[config.mk]
export PLATFORM = sky130hd
export DESIGN_NAME = ltcf_ctrl
export DESIGN_NICKNAME = d
export VERILOG_FILES = /design/src/hw/rtl/ltcf_pkg.sv /design/src/hw/rtl/ltcf_ctrl.sv
export SDC_FILE = /design/constraint.sdc
export NUM_CORES = 1
export LEC_CHECK = 0
export ABC_AREA = 1
export BUFFER_PORTS_ARGS = -buffer_cell sky130_fd_sc_hd__buf_2
export CAP_MARGIN = 20
export CORE_UTILIZATION = 35
export CTS_BUF_LIST = sky130_fd_sc_hd__clkbuf_4 sky130_fd_sc_hd__clkbuf_8 sky130_fd_sc_hd__clkbuf_16
export DETAILED_ROUTE_END_ITERATION = 8
export HOLD_SLACK_MARGIN = 0.03
export PLACE_DENSITY = 0.65
export SLEW_MARGIN = 10
export SYNTH_ARGS = -nofsm -noshare
export SYNTH_HDL_FRONTEND = slang
export SYNTH_SLANG_ARGS = --single-unit
[constraint.sdc]
create_clock -name clk_i -period 3.8 [get_ports clk_i]
set_clock_uncertainty 0.1 [all_clocks]
set_input_delay 0.19 -clock clk_i [delete_from_list [all_inputs] [get_ports clk_i]]
set_output_delay 0.19 -clock clk_i [all_outputs]
set_load 0.02 [all_outputs]
[src/hw/rtl/ltcf_pkg.sv]
// Package with the shared types, codes and constants of the capacity forecast block.
package ltcf_pkg;

  // Widths of the internal arithmetic.
  localparam int WideW    = 128;
  localparam int SumW     = 64;
  localparam int OutW     = 48;
  localparam int DaysW    = 17;
  localparam int CfgIdxW  = 3;
  localparam int CfgDataW = 32;
  localparam int FracBits = 16;
  localparam int MulSteps = 64;
  localparam int DivSteps = 128;
  localparam int StepCntW = 7;
  localparam int DaysMax  = 65535;

  // Warning test: projected_long * WarnMul > capacity * WarnCap in Q.16.
  localparam int WarnMul  = 5;
  localparam int WarnCap  = 4;

  // Configuration register indexes.
  typedef enum logic [CfgIdxW-1:0] {
    REG_CAPACITY,
    REG_MIN_SAMPLES,
    REG_SHORT_HORIZON,
    REG_LONG_HORIZON,
    REG_CRITICAL_DAYS
  } cfg_reg_e;

  // Result grades.
  typedef enum logic [1:0] {
    GRADE_HEALTHY,
    GRADE_WARNING,
    GRADE_CRITICAL
  } grade_e;

  // Datapath operations, issued in this order for each forecast.
  typedef enum logic [3:0] {
    OP_N_SXY,
    OP_SX_SY,
    OP_N_SXX,
    OP_SX_SX,
    OP_SLOPE,
    OP_ICPT_MUL,
    OP_ICPT_DIV,
    OP_PROJ_S,
    OP_PROJ_L,
    OP_DAYS
  } dp_op_e;

  // Controller states.
  typedef enum logic [2:0] {
    ST_IDLE,
    ST_CHECK,
    ST_ISSUE,
    ST_WAIT,
    ST_EMIT
  } ctrl_state_e;

  // Commands from the controller to the datapath.
  typedef struct packed {
    logic   accept;
    logic   clear;
    logic   start;
    logic   emit;
    dp_op_e op;
  } dp_cmd_t;

  // Status from the datapath to the controller.
  typedef struct packed {
    logic count_ok;
    logic op_done;
  } dp_status_t;

  // Operation that follows a given one.
  function automatic dp_op_e next_op(input dp_op_e op);
    dp_op_e r;
    case (op)
      OP_N_SXY:    r = OP_SX_SY;
      OP_SX_SY:    r = OP_N_SXX;
      OP_N_SXX:    r = OP_SX_SX;
      OP_SX_SX:    r = OP_SLOPE;
      OP_SLOPE:    r = OP_ICPT_MUL;
      OP_ICPT_MUL: r = OP_ICPT_DIV;
      OP_ICPT_DIV: r = OP_PROJ_S;
      OP_PROJ_S:   r = OP_PROJ_L;
      OP_PROJ_L:   r = OP_DAYS;
      default:     r = OP_DAYS;
    endcase
    return r;
  endfunction

endpackage

[src/hw/rtl/ltcf_ctrl.sv]
// Controller: takes samples and sequences the fit operations after the last one.
module ltcf_ctrl (
  input  logic                 clk_i,
  input  logic                 rst_ni,
  input  logic                 start,
  input  logic                 end_of_series_i,
  input  ltcf_pkg::dp_status_t status_i,
  output ltcf_pkg::dp_cmd_t    cmd_o,
  output logic                 busy
);
  import ltcf_pkg::*;

  ctrl_state_e state_q, state_d;
  dp_op_e      op_q, op_d;

  // State and operation registers.
  always_ff @(posedge clk_i or negedge rst_ni) begin
    if (!rst_ni) begin
      state_q <= ST_IDLE;
      op_q    <= OP_N_SXY;
    end else begin
      state_q <= state_d;
      op_q    <= op_d;
    end
  end

  // Next state.
  always_comb begin
    state_d = state_q;
    op_d    = op_q;
    case (state_q)
      ST_IDLE: begin
        if (start && end_of_series_i) begin
          state_d = ST_CHECK;
        end
      end
      ST_CHECK: begin
        op_d    = OP_N_SXY;
        state_d = status_i.count_ok ? ST_ISSUE : ST_IDLE;
      end
      ST_ISSUE: begin
        state_d = ST_WAIT;
      end
      ST_WAIT: begin
        if (status_i.op_done) begin
          if (op_q == OP_DAYS) begin
            state_d = ST_EMIT;
          end else begin
            op_d    = next_op(op_q);
            state_d = ST_ISSUE;
          end
        end
      end
      ST_EMIT: begin
        state_d = ST_IDLE;
      end
      default: begin
        state_d = ST_IDLE;
      end
    endcase
  end

  // Outputs.
  always_comb begin
    cmd_o        = '0;
    cmd_o.op     = op_q;
    busy         = 1'b1;
    case (state_q)
      ST_IDLE: begin
        busy         = 1'b0;
        cmd_o.accept = start;
      end
      ST_CHECK: begin
        cmd_o.clear = !status_i.count_ok;
      end
      ST_ISSUE: begin
        cmd_o.start = 1'b1;
      end
      ST_WAIT: begin
        cmd_o.start = 1'b0;
      end
      ST_EMIT: begin
        cmd_o.emit  = 1'b1;
        cmd_o.clear = 1'b1;
      end
      default: begin
        busy = 1'b1;
      end
    endcase
  end

endmodule

## After elaboration in Yosys (flattened, before gate mapping)

Memory sizes are Yosys's and may differ from the RTL's.
Index checks and enable logic that the tools add are counted.

- Bits in registers: 7
- Bits in latches: 0
- Bits in writable memories: 0
- Bits in read-only memories: 64
- Input bits: 6
- Output and inout bits: 9
- Logic and storage cells: 30
- Memories kept: 1

- $add $sub $neg: 0
- Multiply operators: 0
- Divide/modulo/power cells: 0
- Magnitude comparators: 0
- Equal/unequal tests: 8
- Shift operators: 0
- Muxes and demuxes: 13
- Bitwise operators: 0
- Reduce and logical (&&, ||, !) cells: 6

Memory list:

| name | words | width | rd ports | clocked after memory_dff | write ports | line | source |
|---|---|---|---|---|---|---|---|
| (no name shown) | 16 | 4 | 1 | 0 | 0 | ltcf_pkg.sv:78 | `case (op)` |

Operators by type and width:

| operator | count |
|---|---|
| $pmux 3 s4 | 1 |
| $mux 3 | 3 |
| $mux 4 | 2 |
| $pmux 4 s2 | 1 |
| $eq 3x2->1 const B | 2 |
| $ne 2x2->1 const B | 3 |
| $eq 4x4->1 const B | 1 |
| $mux 1 | 4 |
| $eq 3x1->1 const B | 1 |
| $eq 3x3->1 const B | 1 |
| $logic_not 3->1 | 1 |
| $reduce_and 3->1 | 1 |
| $mux 2 | 1 |
| $pmux 1 s2 | 1 |
| $reduce_and 2->1 | 1 |
| $reduce_bool 2->1 | 1 |
| $logic_and 1x1->1 | 1 |
| $logic_not 1->1 | 1 |

## Longest topological paths before layout

Gate-level depths: netlist of the first run.

- Depth in word-level cells: 4
- Mapped depth: 8
- Mapped depth without buffers: 8

## Least setup slack after synthesis of the first run

No wires, ideal clock.

- Path type: flip-flop to flip-flop
- Start point: register op_q[1]
- End point: register op_q[1]
- Library setup time: 65 ps
- Arrival time: 1290 ps
- Data required time: 3635 ps
- Slack: 2345 ps
- Cell stages (with the launch flop): 7
- Cells stage by stage: dfrtp_1 -> inv_1 -> ha_1 -> or2_2 -> nor2_1 -> nand3_1 -> nand2_1

- Longest elaborated chain between the ends: 4
- Elaborated cells between the ends (all ways): 7
- Those cells by class: eq/ne: 2; mux: 3; reduce/logical: 1; memory: 1

RTL lines:

| what | line | source |
|---|---|---|
| start: declaration | ltcf_ctrl.sv:14 | `dp_op_e op_q, op_d;` |
| start signal: assignment | ltcf_ctrl.sv:23 | `op_q <= op_d;` |
| $mem_v2 16x4 | n/a |  |
| $mux 4 | ltcf_ctrl.sv:46 | `if (op_q == OP_DAYS) begin` |
| $mux 4 | ltcf_ctrl.sv:45 | `if (status_i.op_done) begin` |
| $pmux 4 s2 | ltcf_ctrl.sv:31 | `case (state_q)` |

Parallel ways exist; a longest one is shown, timed or not. The select of a mux whose other input is x is not followed.
A chain may end at the register's enable or synchronous reset.

==> results of run 1 <==
-- logic make-up after synthesis --
logic type                 after synthesis  share of synthesized area [%]
and+or+nand+nor                         47                           43.6
adders and majority gates                3                           7.73
buffers and inverters                   12                           9.28
AOI/OAI and AO/OA                        3                           3.35
DFF                                      7                           36.1
-- registers in the layout, summed over array words and instances (netlist names) --
name,cells
op_q,4
state_q,3
-- final cells by class --
class,count,share of cell area (%)
clock buffers,4,4.89
flip-flops and latches,7,28.5
multi-input cells,53,43.2
repair buffers,15,13.0
inverters,12,7.33
well taps,15,3.05
-- tightest hold or removal path, cell delays in order --
cell	delay, ns
buf_2	0.07
inv_1	0.05
nand2_2	0.11
nand2_1	0.06
-- power groups by stage --
stage                     registers (uW)  clock network, uW  logic, uW
final                                106               73.0        183
after global routing                 108               79.2        210
after CTS                            106               76.1        185
after detailed placement             107                  0        184
after global placement               106                  0        183
after floorplan                      111                  0        132
-- worst max path at each step --
stage / end / slack (ns) / start / cells after the start
global route: cmd_o[6] / 2.09 / state_q[2]$_DFFE_PN0P_ / 4
floorplan: op_q[1]$_DFFE_PN0P_ / 2.34 / op_q[1]$_DFFE_PN0P_ / 6
finish: cmd_o[6] / 2.21 / state_q[2]$_DFFE_PN0P_ / 4
CTS: cmd_o[6] / 2.20 / state_q[2]$_DFFE_PN0P_ / 4
global placement: op_q[2]$_DFFE_PN0P_ / 2.39 / op_q[1]$_DFFE_PN0P_ / 7
detailed placement: op_q[1]$_DFFE_PN0P_ / 2.40 / op_q[0]$_DFFE_PN0P_ / 5
-- cells in the final DEF (no fill, tap or decap), types with 2 or more instances in the layout --
master	instances
dfrtp_1	7
nand2_2	2
inv_2	2
clkbuf_4	4
inv_1	10
nand2_1	24
nand3_1	9
nor2_1	8
buf_2	14
ha_1	3
-- layer usage --
metal | global-route usage, % | vias up | wire (um)
met5 | 0 | - | 0
met4 | 10.3 | 0 | 10
met3 | 3.47 | 2 | 24
met2 | 18.8 | 6 | 416
met1 | 21.6 | 214 | 486
li1 | - | 259 | -
-- metrics by stage --
step / util, % / setup WS, ns / std cells
after global placement: 44.1 / 2.39 / 101
final: 47.2 / 2.21 / 106
after CTS: 47.2 / 2.20 / 106
after floorplan: - / 2.34 / 72
after global routing: 47.2 / 2.09 / 106
after detailed placement: 44.1 / 2.40 / 101
==> impl_metrics.csv, run 1 <==
group,metric,value,unit
detailed_routing,first_pass_iters,4,
clock_network,clockBufferDepth,2,
yosys,async_reset_ff_share,100,%
timing,final_hold_viol_count,0,
worst_setup_path,cp-start-kind,"flop",
timing,finalSetupViolations,0,
floorplanning,num_rows,13,
worst_setup_path,cpMaxStageDelayCell,"dfrtp_1",
yosys,synth_top_cell_by_area,"dfrtp_1",
hold_path,hold_depth,4,
clock_network,cts_tree,"built",
clock_network,cts_inserted_buffers,3,
timing,slew_violations,0,
hold_path,min_path_type,"input pin to flop",
detailed_routing,drtIter0Drc,4,
clock_network,clk_latency,0.25,ns
finish,multi_input_area,265,um2
grt,grt_pass1_wl,1.50,mm
yosys,synth_edf_count,0,
worst_setup_path,r2r_cells,6,
finish,insertedDiodeCount,0,
floorplanning,ios,15,
worst_setup_path,path_delay_family,"flip-flops",
yosys,ys.warnings.count,0,
power_and_ir_drop,powerDensity,589,nW/um2
worst_setup_path,worst-path-buf-inv,1,
placement,place_hpwl,772,um
clock_network,ctsResizeCount,0,
yosys,synth.distinct_cells,15,
yosys,syn_inst,72,
detailed_routing,num_vias,481,
power_and_ir_drop,netSwitchingFraction,45.0,%
clock_network,htree_levels,1,
yosys,yosysTopAreaCellShare,36.1,%
worst_setup_path,regToRegSetupSlack,2.39,ns
yosys,synth_commonest_cells,"nand2_1, inv_1, nand3_1",
hold_path,hold_end,"state_q[0]$_DFFE_PN0P_",
power_and_ir_drop,p_total,362,uW
grt,gr-total-overflow,0,
power_and_ir_drop,leakage,0.000362,uW
timing,max_slew_margin,81.9,%
timing,max_freq,629,MHz
floorplanning,chipWidth,39.2,um
floorplanning,core_area,1300,um2
run,maxCapViolations,0,
hold_path,min-delay-start,"status_i[0]",
worst_setup_path,r2r_end,"op_q[1]$_DFFE_PN0P_",
finish,final_area,614,um2
finish,final_nets,101,
clock_network,cts-root-buf,"clkbuf_4",
placement,placed_cell_area,574,um2
clock_network,clkTransAtPathRegs,0.05,ns
power_and_ir_drop,seqPwrFrac,29.3,%
timing,tns,0,ns
timing,rsz0062_at_grt,"false",
worst_setup_path,crit_fanout,6,
finish,layout-drive-gt1-share,28.6,%
floorplanning,start_util,37.3,%
yosys,synthTopCellsByArea,"dfrtp_1, nand2_1, nand3_1",
power_and_ir_drop,p_int,199,uW
worst_setup_path,slowest_delay,0.43,ns
floorplanning,die_y,39.2,um
power_and_ir_drop,irDropWorstVdd,0.000240,V
power_and_ir_drop,power_frac_comb,50.5,%
yosys,syn_area,485,um2
power_and_ir_drop,power_switching,163,uW
timing,finalCritPeriodShare,41.8,%
detailed_routing,via_per_inst,4.54,
timing,max_slew.worst_pin.slew,0.270,ns
worst_setup_path,reg2reg_from,"op_q[1]$_DFFE_PN0P_",
worst_setup_path,critical_path_class,"flop to output pin",
grt,grt_pass1_vias,384,
placement,portBuffers,14,
finish,register_area,175,um2
yosys,synth-seq-cells,7,
yosys,synth_nets,81,
yosys,syn_area_per_cell,6.74,um2
detailed_routing,drc_errors,0,
worst_setup_path,crit_required,3.51,ns
yosys,yosysMostFrequentCell,"nand2_1",
detailed_routing,wirelength,938,um
grt,grt_antenna_before_repair,0,
clock_network,cts_setup_buffers,0,
outcome,status,"complete, no violations",
grt,track_usage,14.9,%
yosys,yosysSeqAreaShare,36.1,%
timing,period_minus_slack,1.59,ns
clock_network,cts.sink_count,7,
power_and_ir_drop,p_clk_share,20.2,%
placement,gp_congestion,0.767,
worst_setup_path,arrival,1.30,ns
worst_setup_path,endpoint_kind,"output pin",
finish,fillCellCount,150,
floorplanning,die_area,1540,um2
grt,grt_max_degree,8,
detailed_routing,ant_nets,0,
timing,fin_hold_ws,0.174,ns
detailed_routing,post_drt_wl_per_cell,8.85,um
worst_setup_path,crit_chain,"nor2_2, nand2_1, o22ai_1, buf_2",
finish,syn2layout_area_growth,26.5,%
clock_network,ctsHoldBuffers,1,
yosys,synth_ff_type,"dfrtp_1",
No activity file was read; power rests on OpenSTA's default activity.
==> inputs of run 2 (changes only) <==
--- a/config.mk
+++ b/config.mk
@@ -5,14 +5,14 @@
 export SDC_FILE = /design/constraint.sdc
 export NUM_CORES = 1
 export LEC_CHECK = 0
-export ABC_AREA = 1
+export ABC_AREA = 0
 export BUFFER_PORTS_ARGS = -buffer_cell sky130_fd_sc_hd__buf_2
 export CAP_MARGIN = 20
 export CORE_UTILIZATION = 35
 export CTS_BUF_LIST = sky130_fd_sc_hd__clkbuf_4 sky130_fd_sc_hd__clkbuf_8 sky130_fd_sc_hd__clkbuf_16
 export DETAILED_ROUTE_END_ITERATION = 8
 export HOLD_SLACK_MARGIN = 0.03
-export PLACE_DENSITY = 0.65
+export PLACE_DENSITY = 0.68
 export SLEW_MARGIN = 10
 export SYNTH_ARGS = -nofsm -noshare
 export SYNTH_HDL_FRONTEND = slang
==> constraint.sdc (replaced) <==
create_clock -name clk_i -period 1.3 [get_ports clk_i]
set_clock_uncertainty 0.1 [all_clocks]
set_input_delay 0.065 -clock clk_i [delete_from_list [all_inputs] [get_ports clk_i]]
set_output_delay 0.065 -clock clk_i [all_outputs]
set_load 0.02 [all_outputs]
==> run 2 against run 1 <==
The flow now finishes with violations (negative hold slack, negative setup slack). Sequential share of layout area is 5.7 points lower. Count of clock-buffer cells in the layout stayed put. Die area is 3.2% lower. Core utilization is 20 points higher. Routed wire length is 22% higher. Register-to-register slack worse by 2.6 ns. Sequential cell count stayed put. Synthesized cell count is 28% lower. Non-clock buffer count is 16 higher. Critical endpoint is now cmd_o[7].
==> impl_metrics.csv, run 2 <==
group,metric,value,unit
power_and_ir_drop,p_int,1050,uW
detailed_routing,ant_nets,0,
yosys,yosysMostFrequentCell,"dfrtp_1",
grt,track_usage,19.6,%
worst_setup_path,arrival,1.34,ns
timing,max_slew.worst_pin.slew,0.139,ns
finish,syn2layout_area_growth,68.3,%
grt,grt_max_degree,8,
power_and_ir_drop,power_switching,697,uW
yosys,synthTopCellsByArea,"dfrtp_1, ha_1, nand3b_1",
power_and_ir_drop,power_frac_comb,61.7,%
power_and_ir_drop,leakage,0.000382,uW
detailed_routing,first_pass_iters,4,
worst_setup_path,endpoint_kind,"output pin",
timing,final_hold_viol_count,1,
worst_setup_path,critical_path_class,"flop to output pin",
power_and_ir_drop,seqPwrFrac,25.0,%
finish,regMostFlops,"op_q",
worst_setup_path,crit_end,"cmd_o[7]",
timing,setup_slack,-0.200,ns
finish,final_nets,96,
floorplanning,ios,15,
timing,max_slew_margin,90.4,%
finish,top_regs,"op_q (4), state_q (3)",
yosys,async_reset_ff_share,100,%
worst_setup_path,r2r_end,"op_q[1]$_DFFE_PN0P_",
clock_network,clk_latency,0.26,ns
grt,gr-total-overflow,0,
worst_setup_path,crit_required,1.13,ns
detailed_routing,via_per_inst,4.96,
finish,insertedDiodeCount,0,
placement,gp_congestion,0.809,
timing,rsz0062_at_grt,"true",
floorplanning,start_util,40.1,%
power_and_ir_drop,p_clk_share,13.3,%
clock_network,cts.sink_count,7,
timing,finalCritPeriodShare,115,%
yosys,yosysTopAreaCellShare,37.3,%
clock_network,htree_levels,1,
yosys,synth_nets,61,
worst_setup_path,cp-start-kind,"flop",
clock_network,clockBufferDepth,2,
clock_network,cts-root-buf,"clkbuf_4",
worst_setup_path,slowest_delay,0.40,ns
placement,dp.cells,88,
yosys,syn_inst,52,
detailed_routing,wirelength,1.15,mm
floorplanning,die_y,38.6,um
timing,fin_hold_ws,-0.0324,ns
power_and_ir_drop,irDropWorstVdd,0.00110,V
clock_network,clkTransAtPathRegs,0.06,ns
worst_setup_path,crit_fanout,4,
yosys,synth_ff_type,"dfrtp_1",
grt,grt_pass1_vias,413,
worst_setup_path,regToRegSetupSlack,-0.19,ns
yosys,synth-simple-area-share,40.0,%
worst_setup_path,cpMaxStageDelayCell,"dfrtp_1",
yosys,synth_xor_area_share,0,%
grt,grt_pass1_wl,1.85,mm
clock_network,cts_inserted_buffers,3,
detailed_routing,drc_errors,0,
finish,layout-drive-gt1-share,54.7,%
finish,final_common_cell,"buf_4",
power_and_ir_drop,netSwitchingFraction,40.0,%
timing,tns,-1.05,ns
placement,place_hpwl,774,um
yosys,synth.area.mux_share,2.13,%
floorplanning,num_rows,12,
worst_setup_path,path_common_cell,"buf_6",
worst_setup_path,r2r_cells,4,
timing,slew_violations,0,
power_and_ir_drop,powerDensity,2210,nW/um2
grt,grt_antenna_before_repair,0,
yosys,synth_top_cell_by_area,"dfrtp_1",
worst_setup_path,crit_chain,"buf_6, or3_4, nor2_4, buf_6",
yosys,ys.warnings.count,0,
detailed_routing,num_vias,496,
finish,fin_util,67.4,%
detailed_routing,post_drt_wl_per_cell,11.5,um
yosys,synth_compound_area_share,9.07,%
yosys,synth.distinct_cells,26,
outcome,status,"finished, violations left",
clock_network,ctsHoldBuffers,4,
hold_path,min_path_type,"input pin to flop",
timing,max_freq,667,MHz
floorplanning,chipWidth,38.6,um
yosys,synth_top_family_by_area,"simple AND/OR/NAND/NOR gates",
yosys,yosysSeqAreaShare,37.3,%
run,maxCapViolations,0,
floorplanning,core_area,1170,um2
worst_setup_path,cp-startpoint,"state_q[2]$_DFFE_PN0P_",
finish,largest_register_ff_count,4,
worst_setup_path,reg2reg_from,"op_q[1]$_DFFE_PN0P_",
timing,finalSetupViolations,8,
yosys,synth-seq-cells,7,
detailed_routing,drtIter0Drc,5,
yosys,syn_area,469,um2
yosys,synth_edf_count,0,
yosys,synth-adder-area-share,8.00,%
yosys,synth_commonest_cells,"dfrtp_1, nor2_1, nand2_1",
floorplanning,die_area,1490,um2
finish,fin_cells,100,
hold_path,hold_depth,3,
outcome,violations,"negative hold slack, negative setup slack",
timing,period_minus_slack,1.50,ns
clock_network,cts_tree,"built",
finish,final_cell_mix,"buf_4, buf_2, nor2_1",
yosys,syn_area_per_cell,9.02,um2
placement,portBuffers,14,
run 2: repair_timing:
item                                    4_1_cts  5_1_grt
buffers inserted                              2        2
endpoints found under the setup margin        7        8
gates resized for setup                      15        0
endpoints found under the hold margin        10        1
pin swaps                                     3        2
run 2: worst min-delay path by stage:
stage,slack (ns),endpoint,start
final,-0.03,state_q[1]$_DFFE_PN0P_,status_i[1]
after global routing,-0.02,state_q[1]$_DFFE_PN0P_,status_i[1]
after CTS,-0.04,state_q[1]$_DFFE_PN0P_,status_i[1]
after detailed placement,-0.19,state_q[2]$_DFFE_PN0P_,rst_ni
after global placement,-0.19,state_q[2]$_DFFE_PN0P_,rst_ni
after floorplan,-0.33,op_q[0]$_DFFE_PN0P_,rst_ni
run 2: layout make-up:
cell class                 count  area [um2]
multi-input combinational     41         319
clock buffer                   4        30.0
timing repair buffer          31         231
sequential                     7         180
fill                          90         382
inverter                       3        11.3
tap                           14        17.5
run 2: power groups by stage:
stage / logic (uW) / registers (uW) / clock network, uW
floorplan: 488 / 488 / 0
global placement: 902 / 424 / 0
detailed placement: 904 / 427 / 0
CTS: 1030 / 437 / 241
global route: 1180 / 447 / 252
finish: 1080 / 436 / 231
run 2: metrics by stage:
| step | cell area, um2 | setup WS (ns) | power [uW] |
|---|---|---|---|
| after global routing | 790 | -0.285 | 1880 |
| after floorplan | 488 | -0.192 | 976 |
| after global placement | 638 | -0.130 | 1330 |
| after detailed placement | 638 | -0.175 | 1330 |
| after CTS | 774 | -0.217 | 1710 |
| final | 790 | -0.200 | 1740 |
run 2: logic make-up (layout without fill, tap and decap cells):
family,count (synthesis),after routing
flops,7,7
compound gates,7,7
mux,1,1
simple gates,30,30
buf+inv,4,38
fa+ha+maj,3,3
run 2: worst max-delay path: cells and delay by family, from the launching register on:
family,cells,cell delay (ns)
AND/OR/NAND/NOR,2,0.44
flip-flops,1,0.40
buffers and inverters,2,0.24
run 2: metal layers:
metal  up-vias  part of all wire (%)  GRT usage, %
li1        251                     -             -
met1       224                    49          23.8
met2        17                    42          27.5
met3         4                   5.1          6.94
met4         0                   3.7          15.5
met5         -                     0             0
==> inputs of run 3 (changes only) <==
--- a/config.mk
+++ b/config.mk
@@ -12,7 +12,7 @@
 export CTS_BUF_LIST = sky130_fd_sc_hd__clkbuf_4 sky130_fd_sc_hd__clkbuf_8 sky130_fd_sc_hd__clkbuf_16
 export DETAILED_ROUTE_END_ITERATION = 8
 export HOLD_SLACK_MARGIN = 0.03
-export PLACE_DENSITY = 0.68
+export PLACE_DENSITY = 0.66
 export SLEW_MARGIN = 10
 export SYNTH_ARGS = -nofsm -noshare
 export SYNTH_HDL_FRONTEND = slang
==> constraint.sdc (replaced) <==
create_clock -name clk_i -period 1.7 [get_ports clk_i]
set_clock_uncertainty 0.1 [all_clocks]
set_input_delay 0.085 -clock clk_i [delete_from_list [all_inputs] [get_ports clk_i]]
set_output_delay 0.085 -clock clk_i [all_outputs]
set_load 0.02 [all_outputs]
==> run 3 against run 2 <==
Final cell count fell by 10%. Clock power shrank 26%. The flow now finishes without violations. Total power is 39% lower. Combinational power shrank 51%. Register-to-register slack improved by 0.28 ns. Via count decreased by 11%. Cell area is 18% lower. Non-clock buffer count down 10. Count of clock-buffer cells in the layout stayed put.
==> impl_metrics.csv, run 3 (synthesis gave the netlist of run 2 again) <==
group,metric,value,unit
outcome,status,"complete, no violations",
finish,final_nets,86,
hold_path,min_path_type,"input pin to async pin",
floorplanning,start_util,40.1,%
floorplanning,core_area,1170,um2
clock_network,cts.sink_count,7,
finish,insertedDiodeCount,0,
floorplanning,ios,15,
timing,finalSetupViolations,0,
power_and_ir_drop,seqPwrFrac,33.6,%
timing,setup_slack,0.0577,ns
grt,grt_pass1_wl,1.71,mm
worst_setup_path,arrival,1.46,ns
detailed_routing,first_pass_iters,2,
finish,multi_input_area,278,um2
timing,max_freq,609,MHz
clock_network,cts_tree,"built",
finish,final_area,648,um2
worst_setup_path,endpoint_kind,"output pin",
grt,track_usage,17.4,%
finish,top_regs,"op_q (4), state_q (3)",
clock_network,cts-root-buf,"clkbuf_4",
worst_setup_path,cpMaxStageDelayCell,"or3_2",
worst_setup_path,r2r_cells,3,
clock_network,clk_latency,0.25,ns
worst_setup_path,crit_required,1.51,ns
worst_setup_path,critical_path_class,"flop to output pin",
worst_setup_path,r2r_end,"op_q[1]$_DFFE_PN0P_",
power_and_ir_drop,power_frac_comb,50.3,%
detailed_routing,via_per_inst,4.92,
timing,tns,0,ns
power_and_ir_drop,irDropWorstVdd,0.000745,V
clock_network,clkTransAtPathRegs,0.06,ns
placement,dp.cells,81,
placement,pre_cts_ws,0.105,ns
grt,grt_pass1_vias,397,
power_and_ir_drop,leakage,0.000320,uW
finish,regMostFlops,"op_q",
timing,max_slew.worst_pin.slew,0.253,ns
worst_setup_path,reg2reg_from,"op_q[0]$_DFFE_PN0P_",
floorplanning,chipWidth,38.6,um
worst_setup_path,crit_chain,"or3_2, nor2_1, buf_2",
placement,gp_congestion,0.770,
clock_network,clockBufferDepth,2,
clock_network,cts_setup_buffers,0,
worst_setup_path,worst-path-buf-inv,1,
floorplanning,num_rows,12,
worst_setup_path,slowest_delay,0.50,ns
placement,placed_cell_area,567,um2
worst_setup_path,regToRegSetupSlack,0.09,ns
grt,gr-total-overflow,0,
finish,fin_cells,90,
grt,grt_antenna_before_repair,0,
detailed_routing,ant_nets,0,
placement,portBuffers,14,
placement,place_hpwl,724,um
floorplanning,die_area,1490,um2
power_and_ir_drop,power_switching,463,uW
finish,fillCellCount,115,
grt,grt_max_degree,12,
worst_setup_path,path_delay_family,"simple AND/OR/NAND/NOR gates",
finish,register_area,176,um2
timing,final_hold_viol_count,0,
detailed_routing,wirelength,1.02,mm
finish,final_cell_mix,"buf_2, nor2_1, dfrtp_1",
timing,slew_violations,0,
worst_setup_path,cp-start-kind,"flop",
power_and_ir_drop,powerDensity,1630,nW/um2
run,maxCapViolations,0,
clock_network,cts_inserted_buffers,3,
detailed_routing,post_drt_wl_per_cell,11.4,um
timing,period_minus_slack,1.64,ns
finish,syn2layout_area_growth,38.1,%
finish,largest_register_ff_count,4,
finish,final_common_cell,"buf_2",
floorplanning,die_y,38.6,um
power_and_ir_drop,p_clk_share,16.1,%
timing,finalCritPeriodShare,96.6,%
timing,max_slew_margin,83.1,%
detailed_routing,drc_errors,0,
power_and_ir_drop,p_int,597,uW
timing,rsz0062_at_grt,"false",
detailed_routing,num_vias,443,
detailed_routing,drtIter0Drc,7,
worst_setup_path,crit_fanout,11,
clock_network,htree_levels,1,
power_and_ir_drop,netSwitchingFraction,43.7,%
finish,layout-drive-gt1-share,36.8,%
==> run 3: layout make-up <==
| class | count | area share (%) |
|---|---|---|
| Inverter | 3 | 1.74 |
| Tap cell | 14 | 2.70 |
| Sequential cell | 7 | 27.2 |
| Multi-Input combinational cell | 41 | 42.9 |
| Clock buffer | 4 | 4.63 |
| Timing Repair Buffer | 21 | 20.8 |
==> run 3: timing repair <==
action / CTS / global route
hold buffers: 5 / 0
setup endpoints to repair: 0 / 1
resized for setup: 0 / 1
hold endpoints to repair: 10 / 0
==> run 3: worst max path at each step <==
stage                            from  cells after the start             endpoint  slack (ns)
3_3_place_gp      op_q[0]$_DFFE_PN0P_                      4  op_q[2]$_DFFE_PN0P_        0.16
4_1_cts        state_q[1]$_DFFE_PN0P_                      3             cmd_o[7]        0.03
6_report       state_q[1]$_DFFE_PN0P_                      3             cmd_o[7]        0.06
3_5_place_dp      op_q[0]$_DFFE_PN0P_                      3  op_q[1]$_DFFE_PN0P_        0.11
5_1_grt        state_q[0]$_DFFE_PN0P_                      3             cmd_o[7]        0.02
2_1_floorplan     op_q[0]$_DFFE_PN0P_                      4  op_q[2]$_DFFE_PN0P_        0.09
==> run 3: power by group through the flow <==
| stage | clock network (uW) | registers (uW) | logic, uW |
|---|---|---|---|
| 2_1_floorplan | 0 | 364 | 347 |
| 3_3_place_gp | 0 | 346 | 513 |
| 3_5_place_dp | 0 | 348 | 517 |
| 4_1_cts | 172 | 349 | 537 |
| 5_1_grt | 186 | 367 | 593 |
| 6_report | 170 | 356 | 533 |
==> run 3: metrics by stage <==
stage	hold slack, ns	total power, uW	utilization [%]
2_1_floorplan	-0.311	711	-
3_3_place_gp	-0.168	859	48.4
3_5_place_dp	-0.168	864	48.4
4_1_cts	0.102	1060	55.2
5_1_grt	0.106	1150	55.3
6_report	0.0905	1060	55.3
==> run 3: per-layer routing <==
metal / track usage (%) / share of wire, %
met3: 6.94 / 4.8
met2: 26.3 / 46
met5: 0 / 0
met4: 5.17 / 0
met1: 22.7 / 49
==> run 3: worst register-to-register path: stages (launching register included) <==
cell,delay [ns]
dfrtp_1,0.45
ha_1,0.32
or4b_1,0.51
mux2i_1,0.15
